--- config.mk ---
export PLATFORM = sky130hd
export DESIGN_NAME = window_mean_trimmed_median_core
export DESIGN_NICKNAME = d
export VERILOG_FILES = /design/src/hdl/wmtm_pkg.sv /design/src/hdl/wmtm_ram.sv /design/src/hdl/window_mean_trimmed_median_core.sv
export SDC_FILE = /design/constraint.sdc
export NUM_CORES = 2
export LEC_CHECK = 0
export BUFFER_PORTS_ARGS = -buffer_cell sky130_fd_sc_hd__clkbuf_2
export CAP_MARGIN = 40
export CORE_ASPECT_RATIO = 1.25
export CORE_MARGIN = 10
export CORE_UTILIZATION = 60
export DETAILED_ROUTE_END_ITERATION = 10
export PLACE_DENSITY = 0.76
export SLEW_MARGIN = 20
export SYNTH_ARGS = -nofsm -noshare
export SYNTH_HDL_FRONTEND = slang
export SYNTH_SLANG_ARGS = --single-unit
--- constraint.sdc ---
create_clock -name clk -period 12.5 [get_ports clk]
set_input_delay 1.875 -clock clk [delete_from_list [all_inputs] [get_ports clk]]
set_output_delay 1.875 -clock clk [all_outputs]
set_load 0.02 [all_outputs]
--- src/hdl/wmtm_pkg.sv ---
// Package for the sliding-window wind statistics core: item/result types,
// register map codes and fixed constants. No dependencies.
package wmtm_pkg;

    localparam int SAMPLE_BITS    = 16;
    localparam int WINDOW_MAX_DEF = 64;
    localparam int PADDR_W        = 4;

    localparam logic [15:0] OVERRIDE_SPEED = 16'd50000;
    localparam int          LEN_RST        = 10;
    localparam logic [4:0]  REJ_RST        = 5'd2;

    localparam logic [1:0] REG_WINDOW_LEN    = 2'd0;
    localparam logic [1:0] REG_REJECT_COUNT  = 2'd1;
    localparam logic [1:0] REG_OVERRIDE_HOLD = 2'd2;

    typedef struct packed {
        logic [15:0] speed_sample;
        logic        sample_valid;
        logic        read_error;
    } item_t;

    typedef struct packed {
        logic signed [16:0] last_speed;
        logic [15:0]        window_mean;
        logic [15:0]        trimmed_mean;
        logic [15:0]        window_median;
        logic [15:0]        reported_speed;
    } result_t;

endpackage

--- src/hdl/wmtm_ram.sv ---
// Generic single-port-write, single-port-read RAM with registered read.
// No dependencies.
module wmtm_ram #(
    parameter int WIDTH = 16,
    parameter int DEPTH = 64
) (
    input  logic                                   clk,
    input  logic                                   we,
    input  logic [((DEPTH > 1) ? $clog2(DEPTH) : 1)-1:0] waddr,
    input  logic [WIDTH-1:0]                       wdata,
    input  logic [((DEPTH > 1) ? $clog2(DEPTH) : 1)-1:0] raddr,
    output logic [WIDTH-1:0]                       rdata
);

    logic [WIDTH-1:0] mem [DEPTH];

    always_ff @(posedge clk)
    begin
        if (we)
        begin
            mem[waddr] <= wdata;
        end
        rdata <= mem[raddr];
    end

endmodule

--- src/hdl/window_mean_trimmed_median_core.sv ---
// Sliding-window wind-speed statistics core (mean, trimmed mean, median).
// Depends on wmtm_pkg and wmtm_ram.
//
//   channel   dir   handshake                       payload
//   item      in    item_valid / item_stall         item_t
//   result    out   result_valid / result_stall     result_t
//   config    in    APB psel/penable/pwrite/pready  paddr, pwdata, prdata
//
// Each item runs a merge pass over the sorted-copy RAM, through the MRG_RD and
// MRG_PR states for each entry, then two divisions on one shared restoring
// divider, one bit a cycle.
// Reset, and any window_len write, clear the ring and sorted copy at once
// through per-entry valid bits; no clearing pass.
// A new item is taken while a finished result waits in the output register.
module window_mean_trimmed_median_core
    import wmtm_pkg::*;
#(
    parameter int WINDOW_MAX = WINDOW_MAX_DEF
) (
    input  logic                clk,
    input  logic                rst_n,
    input  item_t               item,
    input  logic                item_valid,
    output logic                item_stall,
    output result_t             result,
    output logic                result_valid,
    input  logic                result_stall,
    input  logic                psel,
    input  logic                penable,
    input  logic                pwrite,
    input  logic [PADDR_W-1:0]  paddr,
    input  logic [31:0]         pwdata,
    output logic [31:0]         prdata,
    output logic                pready
);

    localparam int AW     = $clog2(WINDOW_MAX);
    localparam int LW     = $clog2(WINDOW_MAX + 1);
    localparam int SB     = SAMPLE_BITS;
    localparam int SUMW   = SB + LW;
    localparam int CW     = $clog2(SUMW + 1);
    localparam int SDEPTH = 2 * (2 ** AW);
    localparam int LEN0   = (LEN_RST > WINDOW_MAX) ? WINDOW_MAX : LEN_RST;

    localparam logic [3:0] S_IDLE    = 4'd0;
    localparam logic [3:0] S_RING    = 4'd1;
    localparam logic [3:0] S_MRG_RD  = 4'd2;
    localparam logic [3:0] S_MRG_PR  = 4'd3;
    localparam logic [3:0] S_MRG_END = 4'd4;
    localparam logic [3:0] S_DIV     = 4'd5;
    localparam logic [3:0] S_OUT     = 4'd6;

    logic [3:0]            state_reg, state_next;
    logic [LW-1:0]         len_reg, len_next;
    logic [4:0]            rej_reg, rej_next;
    logic                  ovr_reg, ovr_next;
    logic [AW-1:0]         slot_reg, slot_next;
    logic [WINDOW_MAX-1:0] ring_vld_reg, ring_vld_next;
    logic [SDEPTH-1:0]     srt_vld_reg, srt_vld_next;
    logic                  bank_reg, bank_next;
    logic [SUMW-1:0]       sum_reg, sum_next;
    logic [SUMW-1:0]       tsum_reg, tsum_next;
    item_t                 it_reg, it_next;
    logic [SB-1:0]         old_reg, old_next;
    logic [SB-1:0]         new_reg, new_next;
    logic [LW-1:0]         i_reg, i_next;
    logic [LW-1:0]         w_reg, w_next;
    logic                  del_reg, del_next;
    logic                  ins_reg, ins_next;
    logic [SB-1:0]         lo_reg, lo_next;
    logic [SB-1:0]         hi_reg, hi_next;
    logic [SUMW-1:0]       q_reg, q_next;
    logic [LW-1:0]         r_reg, r_next;
    logic [LW-1:0]         dvs_reg, dvs_next;
    logic [CW-1:0]         cnt_reg, cnt_next;
    logic                  phase_reg, phase_next;
    logic [15:0]           mean_reg, mean_next;
    result_t               res_reg, res_next;
    logic                  res_valid_reg, res_valid_next;

    logic                  cfg_wr;
    logic [1:0]            cfg_idx;
    logic [6:0]            len_wval;
    logic [LW-1:0]         len_clamp;
    logic [LW-1:0]         half;
    logic [LW-1:0]         rej_c;
    logic [LW-1:0]         tdiv;
    logic [LW-1:0]         mid_hi;
    logic [LW-1:0]         mid_lo;
    logic [LW-1:0]         slot_inc;

    logic                  ring_we;
    logic [SB-1:0]         ring_wdata;
    logic [SB-1:0]         ring_rdata;
    logic [SB-1:0]         ring_val;
    logic                  srt_we;
    logic [AW:0]           srt_waddr;
    logic [AW:0]           srt_raddr;
    logic [SB-1:0]         srt_wdata;
    logic [SB-1:0]         srt_rdata;
    logic [SB-1:0]         srt_val;

    logic [LW:0]           trial;
    logic                  ge;
    logic [LW:0]           diff;
    logic [SB:0]           med_sum;
    logic [SB-1:0]         old_v;
    logic [SB-1:0]         new_v;

    wmtm_ram #(.WIDTH(SB), .DEPTH(2 ** AW)) u_ring (
        .clk   (clk),
        .we    (ring_we),
        .waddr (slot_reg),
        .wdata (ring_wdata),
        .raddr (slot_reg),
        .rdata (ring_rdata)
    );

    wmtm_ram #(.WIDTH(SB), .DEPTH(SDEPTH)) u_sorted (
        .clk   (clk),
        .we    (srt_we),
        .waddr (srt_waddr),
        .wdata (srt_wdata),
        .raddr (srt_raddr),
        .rdata (srt_rdata)
    );

    // Config port
    assign pready   = 1'b1;
    assign cfg_wr   = psel & penable & pwrite;
    assign cfg_idx  = paddr[3:2];
    assign len_wval = pwdata[6:0];

    always_comb
    begin
        if (len_wval == 7'd0)
        begin
            len_clamp = LW'(1);
        end
        else if (32'(len_wval) > 32'(WINDOW_MAX))
        begin
            len_clamp = LW'(WINDOW_MAX);
        end
        else
        begin
            len_clamp = LW'(len_wval);
        end
    end

    always_comb
    begin
        unique case (cfg_idx)
            REG_WINDOW_LEN:    prdata = 32'(len_reg);
            REG_REJECT_COUNT:  prdata = 32'(rej_reg);
            REG_OVERRIDE_HOLD: prdata = 32'(ovr_reg);
            default:           prdata = 32'd0;
        endcase
    end

    // Derived window quantities
    assign half     = (len_reg - LW'(1)) >> 1;
    assign rej_c    = ({{LW{1'b0}}, rej_reg} > {5'd0, half}) ? half : LW'(rej_reg);
    assign tdiv     = len_reg - (rej_c << 1);
    assign mid_hi   = len_reg >> 1;
    assign mid_lo   = len_reg[0] ? mid_hi : (mid_hi - LW'(1));
    assign slot_inc = LW'(slot_reg) + LW'(1);

    // Entries never written since the last clear read as zero
    assign ring_val  = ring_vld_reg[slot_reg] ? ring_rdata : '0;
    assign srt_raddr = {bank_reg, i_reg[AW-1:0]};
    assign srt_val   = srt_vld_reg[srt_raddr] ? srt_rdata : '0;
    assign old_v     = ring_val;
    assign new_v     = it_reg.sample_valid ? it_reg.speed_sample : ring_val;

    // Shared restoring divider step
    assign trial   = {r_reg, q_reg[SUMW-1]};
    assign ge      = trial >= {1'b0, dvs_reg};
    assign diff    = trial - {1'b0, dvs_reg};
    assign med_sum = {1'b0, lo_reg} + {1'b0, hi_reg};

    assign item_stall   = (state_reg != S_IDLE);
    assign result       = res_reg;
    assign result_valid = res_valid_reg;

    always_comb
    begin
        state_next     = state_reg;
        len_next       = len_reg;
        rej_next       = rej_reg;
        ovr_next       = ovr_reg;
        slot_next      = slot_reg;
        ring_vld_next  = ring_vld_reg;
        srt_vld_next   = srt_vld_reg;
        bank_next      = bank_reg;
        sum_next       = sum_reg;
        tsum_next      = tsum_reg;
        it_next        = it_reg;
        old_next       = old_reg;
        new_next       = new_reg;
        i_next         = i_reg;
        w_next         = w_reg;
        del_next       = del_reg;
        ins_next       = ins_reg;
        lo_next        = lo_reg;
        hi_next        = hi_reg;
        q_next         = q_reg;
        r_next         = r_reg;
        dvs_next       = dvs_reg;
        cnt_next       = cnt_reg;
        phase_next     = phase_reg;
        mean_next      = mean_reg;
        res_next       = res_reg;
        res_valid_next = res_valid_reg & result_stall;
        ring_we        = 1'b0;
        ring_wdata     = it_reg.speed_sample;
        srt_we         = 1'b0;
        srt_wdata      = new_reg;
        srt_waddr      = {~bank_reg, w_reg[AW-1:0]};

        if (cfg_wr)
        begin
            unique case (cfg_idx)
                REG_WINDOW_LEN:
                begin
                    len_next      = len_clamp;
                    slot_next     = '0;
                    ring_vld_next = '0;
                    srt_vld_next  = '0;
                    bank_next     = 1'b0;
                    sum_next      = '0;
                end
                REG_REJECT_COUNT:  rej_next = pwdata[4:0];
                REG_OVERRIDE_HOLD: ovr_next = pwdata[0];
                default:           ;
            endcase
        end

        unique case (state_reg)
            S_IDLE:
            begin
                if (item_valid)
                begin
                    it_next    = item;
                    state_next = S_RING;
                end
            end
            S_RING:
            begin
                if (it_reg.sample_valid)
                begin
                    ring_we                 = 1'b1;
                    ring_vld_next[slot_reg] = 1'b1;
                end
                old_next   = old_v;
                new_next   = new_v;
                sum_next   = sum_reg - SUMW'(old_v) + SUMW'(new_v);
                slot_next  = (slot_inc >= len_reg) ? '0 : slot_inc[AW-1:0];
                i_next     = '0;
                w_next     = '0;
                del_next   = 1'b0;
                ins_next   = 1'b0;
                tsum_next  = '0;
                state_next = S_MRG_RD;
            end
            S_MRG_RD:
            begin
                state_next = (i_reg == len_reg) ? S_MRG_END : S_MRG_PR;
            end
            S_MRG_PR:
            begin
                // drop one copy of the old value, insert the new one in order
                if (!del_reg && (srt_val == old_reg))
                begin
                    del_next   = 1'b1;
                    i_next     = i_reg + LW'(1);
                    state_next = S_MRG_RD;
                end
                else if (!ins_reg && (new_reg <= srt_val))
                begin
                    srt_we    = 1'b1;
                    srt_wdata = new_reg;
                    ins_next  = 1'b1;
                end
                else
                begin
                    srt_we     = 1'b1;
                    srt_wdata  = srt_val;
                    i_next     = i_reg + LW'(1);
                    state_next = S_MRG_RD;
                end
            end
            S_MRG_END:
            begin
                if (!ins_reg)
                begin
                    srt_we    = 1'b1;
                    srt_wdata = new_reg;
                    ins_next  = 1'b1;
                end
                q_next     = sum_reg;
                r_next     = '0;
                dvs_next   = len_reg;
                cnt_next   = CW'(SUMW);
                phase_next = 1'b0;
                state_next = S_DIV;
            end
            S_DIV:
            begin
                if (cnt_reg != '0)
                begin
                    r_next   = ge ? diff[LW-1:0] : trial[LW-1:0];
                    q_next   = {q_reg[SUMW-2:0], ge};
                    cnt_next = cnt_reg - CW'(1);
                end
                else if (!phase_reg)
                begin
                    mean_next  = q_reg[15:0];
                    q_next     = tsum_reg;
                    r_next     = '0;
                    dvs_next   = tdiv;
                    cnt_next   = CW'(SUMW);
                    phase_next = 1'b1;
                end
                else
                begin
                    state_next = S_OUT;
                end
            end
            S_OUT:
            begin
                if (!res_valid_reg || !result_stall)
                begin
                    res_next.last_speed     = it_reg.read_error ? 17'sh1FFFF
                                                                : signed'({1'b0, new_reg});
                    res_next.window_mean    = mean_reg;
                    res_next.trimmed_mean   = q_reg[15:0];
                    res_next.window_median  = med_sum[SB:1];
                    res_next.reported_speed = ovr_reg ? OVERRIDE_SPEED : mean_reg;
                    res_valid_next          = 1'b1;
                    state_next              = S_IDLE;
                end
            end
            default:
            begin
                state_next = S_IDLE;
            end
        endcase

        // every sorted write lands at w; trimmed sum and median taps follow it
        if (srt_we)
        begin
            srt_vld_next[srt_waddr] = 1'b1;
            w_next                  = w_reg + LW'(1);
            if ((w_reg >= rej_c) && (w_reg < (len_reg - rej_c)))
            begin
                tsum_next = tsum_reg + SUMW'(srt_wdata);
            end
            if (w_reg == mid_lo)
            begin
                lo_next = srt_wdata;
            end
            if (w_reg == mid_hi)
            begin
                hi_next = srt_wdata;
            end
        end
        if (state_reg == S_MRG_END)
        begin
            bank_next = ~bank_reg;
        end
    end

    always_ff @(posedge clk or negedge rst_n)
    begin
        if (!rst_n)
        begin
            state_reg     <= S_IDLE;
            len_reg       <= LW'(LEN0);
            rej_reg       <= REJ_RST;
            ovr_reg       <= 1'b0;
            slot_reg      <= '0;
            ring_vld_reg  <= '0;
            srt_vld_reg   <= '0;
            bank_reg      <= 1'b0;
            sum_reg       <= '0;
            res_valid_reg <= 1'b0;
            i_reg         <= '0;
            w_reg         <= '0;
            del_reg       <= 1'b0;
            ins_reg       <= 1'b0;
            cnt_reg       <= '0;
            phase_reg     <= 1'b0;
        end
        else
        begin
            state_reg     <= state_next;
            len_reg       <= len_next;
            rej_reg       <= rej_next;
            ovr_reg       <= ovr_next;
            slot_reg      <= slot_next;
            ring_vld_reg  <= ring_vld_next;
            srt_vld_reg   <= srt_vld_next;
            bank_reg      <= bank_next;
            sum_reg       <= sum_next;
            res_valid_reg <= res_valid_next;
            i_reg         <= i_next;
            w_reg         <= w_next;
            del_reg       <= del_next;
            ins_reg       <= ins_next;
            cnt_reg       <= cnt_next;
            phase_reg     <= phase_next;
        end
    end

    always_ff @(posedge clk)
    begin
        tsum_reg <= tsum_next;
        it_reg   <= it_next;
        old_reg  <= old_next;
        new_reg  <= new_next;
        lo_reg   <= lo_next;
        hi_reg   <= hi_next;
        q_reg    <= q_next;
        r_reg    <= r_next;
        dvs_reg  <= dvs_next;
        mean_reg <= mean_next;
        res_reg  <= res_next;
    end

    // merge pass must end with exactly len entries written
    a_merge_count: assert property (@(posedge clk) disable iff (!rst_n)
        (state_reg == S_MRG_END) |=> (w_reg == len_reg))
        else $error("sorted copy length mismatch after merge");

    // the old slot value is always present in the sorted copy
    a_old_found: assert property (@(posedge clk) disable iff (!rst_n)
        (state_reg == S_MRG_END) |-> del_reg)
        else $error("old sample not found in sorted copy");

    a_div_rem: assert property (@(posedge clk) disable iff (!rst_n)
        (state_reg == S_DIV && cnt_reg != '0) |-> (r_reg < dvs_reg))
        else $error("divider remainder out of range");

    a_out_hold: assert property (@(posedge clk) disable iff (!rst_n)
        (state_reg == S_OUT && res_valid_reg && result_stall) |=> (state_reg == S_OUT))
        else $error("result overwritten while stalled");

endmodule
Word-level counts from Yosys, hierarchy flattened
Memories as Yosys holds them, arrays and structs flattened. A register that Yosys moved wholly into a read port is not among the register bits.
Cells that the tools add are included.
Cells by class
  equal/unequal tests: 22
  multiplexer cells: 84
  $mul: 0
  reduce and logical (&&, ||, !) cells: 40
  bitwise operators: 8
  shift-type cells: 0
  magnitude comparators: 12
  add/subtract/negate cells: 13
  divide/modulo/power cells: 0
Operators by type and width (number)
  128-bit two-way mux: 3
  64-bit two-way mux: 4
  23-bit two-way mux: 8
  128-bit bitwise OR: 1
  16-bit two-way mux: 6
  7-bit two-way mux: 12
  64-bit bitwise OR: 1
  23-bit by 16-bit adder with 23-bit output: 2
  23-bit one-hot mux with 2 select lines: 1
  7-bit one-hot mux with 2 select lines: 3
  6-bit two-way mux: 5
  4-bit one-hot mux with 7 select lines: 1
  2-bit AND reduction: 13
  4-bit two-way mux: 6
  23-bit by 16-bit subtractor with 23-bit output: 1
  1-bit two-way mux: 21
  7-bit one-hot mux with 3 select lines: 1
  16-bit by 16-bit adder with 17-bit output: 1
  17-bit two-way mux: 1
  16-bit == test: 1
  16-bit <= comparator: 1
  7-bit by 8-bit < comparator with 1-bit output (second input constant): 2
  2-bit inequality test (second input constant): 8
  7-bit by 1-bit adder with 7-bit output (second input constant): 2
  46 further kinds: 74
Word-level totals
  bits in registers: 501
  memory bits (read-only): 0
  word-level logic and storage cells: 215
  memories kept: 2
  RAM bits: 3072
  bits in latches: 0
  output and inout bits: 116
Memories
  u_sorted.mem: depth 128, width 16, rd ports 1, clocked after Yosys merged registers in 1, wr ports 1, RTL line wmtm_ram.sv:15  | logic [WIDTH-1:0] mem [DEPTH];
  u_ring.mem: depth 64, width 16, rd ports 1, clocked after Yosys merged registers in 1, wr ports 1, RTL line wmtm_ram.sv:15

Depth between registers and ports, before layout
  depth in word-level cells: 11
  depth in mapped cells: 33

By module
Synthesis repeated with hierarchy kept, for this count alone.
Second synthesis, totals
  cell total of the unflattened synthesis: 7258
  area total of the unflattened synthesis: 144858.9 um2
By module, submodules not included
  wmtm_ram (u_sorted): cells an instance 3086, area each 78522.8 um2, instances 1
  wmtm_ram (u_ring): cells an instance 1829, area each 40042.2 um2, instances 1
  window_mean_trimmed_median_core: cells an instance 2343, area each 26294.0 um2, instances 1

Worst setup path before layout
No wires, ideal clock.
  path kind: reg-to-reg
  from: register i_reg[0]
  to: register tsum_reg[17]
  data arrival time: 10.988 ns
  slack: 1.319 ns
  stages on the path, launching flop included: 34
  clock period less this slack: 11.181 ns
  cells stage by stage: dfrtp_1 buf_2 buf_1 mux4_2 mux2i_1 o22ai_1 nor3_1 a22oi_2 clkbuf_1 nand2_1 ha_1 nor2b_1 o21a_1 o21a_1 o21a_1 o21a_1 o2111ai_1 nand3_1 a21oi_1 nand2b_1 buf_2 buf_4 mux2i_1 ha_1 a21oi_1 o211ai_1 a21o_1 a21o_1 a211o_1 o41ai_1 o2111ai_1 a21boi_0 or4_1 a21oi_1
Between the ends
  cells in the longest elaborated chain, start to end: 11
  elaborated cells on any way between the ends: 15
Ends and longest elaborated chain
  start: declaration: RTL line window_mean_trimmed_median_core.sv:66  | logic [LW-1:0] i_reg, i_next;
  start signal: assignment: RTL line window_mean_trimmed_median_core.sv:406  | i_reg <= i_next;
  1-bit binary-select mux with 7-bit select *: RTL line window_mean_trimmed_median_core.sv:171  | assign srt_val = srt_vld_reg[srt_raddr] ? srt_rdata : '0;
  1-bit two-way mux (implied by the code) *: RTL line window_mean_trimmed_median_core.sv:171
  16-bit two-way mux *: RTL line window_mean_trimmed_median_core.sv:171
  16-bit <= comparator: RTL line window_mean_trimmed_median_core.sv:278  | else if (!ins_reg && (new_reg <= srt_val))
  1-bit logical AND: RTL line window_mean_trimmed_median_core.sv:278
  16-bit two-way mux: RTL line window_mean_trimmed_median_core.sv:278
  16-bit two-way mux *: RTL line window_mean_trimmed_median_core.sv:272  | if (!del_reg && (srt_val == old_reg))
  16-bit two-way mux *
  net srt_wdata[1]: RTL line window_mean_trimmed_median_core.sv:99  | logic [SB-1:0] srt_wdata;
  23-bit by 16-bit adder with 23-bit output *: RTL line window_mean_trimmed_median_core.sv:356  | tsum_next = tsum_reg + SUMW'(srt_wdata);
  23-bit two-way mux *: RTL line window_mean_trimmed_median_core.sv:354  | if ((w_reg >= rej_c) && (w_reg < (len_reg - rej_c)))
  23-bit two-way mux *: RTL line window_mean_trimmed_median_core.sv:350  | if (srt_we)
  net tsum_next[17]: RTL line window_mean_trimmed_median_core.sv:62  | logic [SUMW-1:0] tsum_reg, tsum_next;
  end signal: assignment: RTL line window_mean_trimmed_median_core.sv:417  | tsum_reg <= tsum_next;
  end: declaration: RTL line window_mean_trimmed_median_core.sv:62
The timed path passes the listed nets; every way through them passes the cells marked *. The select of a mux whose other input is x is not followed.
A chain may end at the register's enable or synchronous reset.

Worst setup path after layout
  from: register i_reg[2]
  to: register tsum_reg[22]
The elaborated chain is that of the path after synthesis.

==> metrics.csv <==
metric,value,unit
synth-seq-cells,3604,
die_h,562,µm
ys_top_cells_by_area,"edfxtp_1, mux4_2, dfrtp_1, a22oi_1, ha_1",
grt_pass1_wl,538000,µm
drive_above_1_share,23.4,%
worstSetupStartpointType,register,
cts_max_level,5,
cts_buffer_depth,4,
cts_sinks,3604,
max-cap-violations,0,
die_w,454,µm
path_max_fanout,68,
drt_iter0_drc,10500,
numCtsBuffers,334,
ir_drop,0.200,mV
overflow,0,
dieArea,255000,µm²
p_per_area,231,nW/µm²
crit_cells,31,
rsz0062_at_grt,false,
avgSynthCellArea,19.2,µm²
std_cell_rows,199,
netlist_area,141000,µm²
cts_resized,0,
fin_crit_sh,78.6,%
grt_pass1_vias,77200,
critPathBufInv,2,
crit_top_cell,o21a_1,
coreArea,235000,µm²
synth_flop_cell,edfxtp_1,
cpPeakStageDelay,0.87,ns
routed_via_density,6.82,
required,13.30,ns
crit_type,reg2reg,
synthArstFlopShare,7.24,%
grt_use_total,28.8,%
worst_pin_slew,0.978,ns
nFillCells,14300,
finalCriticalPeriod,9.83,ns
grt_start_max_net_pins,159,
hold_depth,0,
cts_root_buf,clkbuf_16,
syn_to_final_growth,12.6,%
crit_family,compound AO/OA/AOI/OAI gates,
grt_antenna_before_repair,11,
drv_slew,0,
drcViolationCount,0,
drt-total-wl,372000,µm
ys_warn_count,0,
port_buffers,123,
cts_setup_buffers,0,
relSlewSlack,34.8,%
post-place-ws,2.68,ns
ant_nets,0,
ys_types,76,
slowest_stage,dfrtp_4,
yosysSeqAreaShare,75.4,%
finClkSkew,0.0895,ns
netlist_instances,7343,
power.leakage,53.8,nW
worst_slack,2.67,ns
crit_arrival,10.63,ns
fin_util,67.7,%
dp_hpwl,212000,µm
synth_area_leader_cell,edfxtp_1,
fin_tns_setup,0,ns
clk_latency,0.93,ns
initial_core_util,60.2,%
hold_viol_final,0,
status,finished clean,
hold_slack,0.436,ns
rr_worst_depth,31,
vias,76100,
setup_viol,0,
synth_top_area_share,70.0,%
fin_cells,11200,
largest_reg_flops,2048,
dr.pass1.iters,7,
wl_per_cell,33.3,µm
cp-end-kind,register,
dp_cells,10500,
gp_congestion,0.894,
cts_tree,yes,
max_freq,102,MHz
hold_buffers,0,
nets,7959,
io_pins,177,
hold_path.class,reg2reg,
clk_pin_slew,0.06,ns
synth-edff-count,3288,
## cell families (layout without fill, tap and decap cells)
group	count (synthesis)	after routing	share of synthesized area, %
flops	3604	3604	75.4
compound gates	1207	1207	6.05
simple gates	882	882	3.01
mux	798	798	11.9
buf+inv	625	1284	1.79
fa+ha+maj	140	140	1.35
xor+xnor	85	85	0.528
other cells	2	35	0.00532
## synth_stat cells, types with 9 or more instances
library cell,n
edfxtp_1,3288
mux4_2,698
a22oi_1,407
clkbuf_1,315
dfrtp_1,258
nand2_1,244
nor2_1,214
o21ai_0,177
inv_1,172
a21o_1,159
ha_1,119
a21oi_1,112
nor3_1,88
nand4_1,84
a221oi_1,83
a22o_1,82
buf_1,73
mux2i_1,68
a31oi_1,65
nand3_1,63
dfxtp_1,55
xnor2_1,50
nand2b_1,40
xor2_1,35
or2_2,33
nor2b_1,32
mux2_2,31
o21a_1,29
buf_4,28
buf_2,25
fa_1,21
or3_1,18
nand3b_1,14
and3_1,12
o22ai_1,12
and2_1,9
nor4_1,9
## through the flow
step / instance area [µm²] / total power [mW]
floorplan: 141000 / 22.5
global placement: 147000 / 26.0
detailed placement: 148000 / 26.6
CTS: 158000 / 36.5
global route: 159000 / 37.8
finish: 159000 / 36.6
## where the power goes
part           switching [mW]  internal [mW]
combinational            6.98           4.35
clock                    4.39           5.50
sequential              0.485           14.9
total                    11.9           24.8
## worst reg2reg max path: cells and delay by family (launching register included)
family          cells  cell delay (ns)
buf+inv             2             1.06
compound gates     17             4.05
simple gates        8             2.17
flops               1             0.87
mux                 1             0.64
fa+ha+maj           3             0.96
## final timing paths
| check | startpoint | end | slack (ns) |
|---|---|---|---|
| setup / recovery | i_reg[2] | tsum_reg[22] | 2.67 |
| hold / removal | mean_reg[1] | result[49] | 0.44 |
| setup reg to reg | i_reg[2] | tsum_reg[22] | 2.67 |
| hold reg to reg | mean_reg[1] | result[49] | 0.44 |
| max in group asynchronous | rst_n | srt_vld_reg[102] | 9.44 |
| min in group asynchronous | rst_n | ring_vld_reg[53] | 0.97 |
## area by class of cell
class	count	area [µm²]	share of cell area [%]
flip-flops and latches	3604	106000	67.0
diodes	7	17.5	0.0110
well taps	3115	3900	2.45
repair buffers	506	4360	2.75
clock inverters	178	1540	0.967
inverters	172	646	0.406
multi-input cells	3140	33000	20.8
clock buffers	428	8990	5.66
## cell usage in the layout, fill, tap and decap left out, drive strengths merged, types with 119 or more instances in the layout
master,synthesis,routed
a21o,159,159
a22oi,408,408
buf,130,382
clkbuf,323,552
clkinv,0,144
dfrtp,258,258
edfxtp,3288,3288
ha,119,119
inv,172,178
mux4,698,698
nand2,244,244
nor2,215,215
o21ai,178,178
## metal layers
| metal | track usage, % | part of all wire, % |
|---|---|---|
| met1 | 36.0 | 33 |
| met2 | 48.0 | 51 |
| met3 | 5.11 | 9.3 |
| met4 | 16.0 | 6.7 |
| met5 | 0 | 0.012 |
Power figures use the tool's default switching activity.
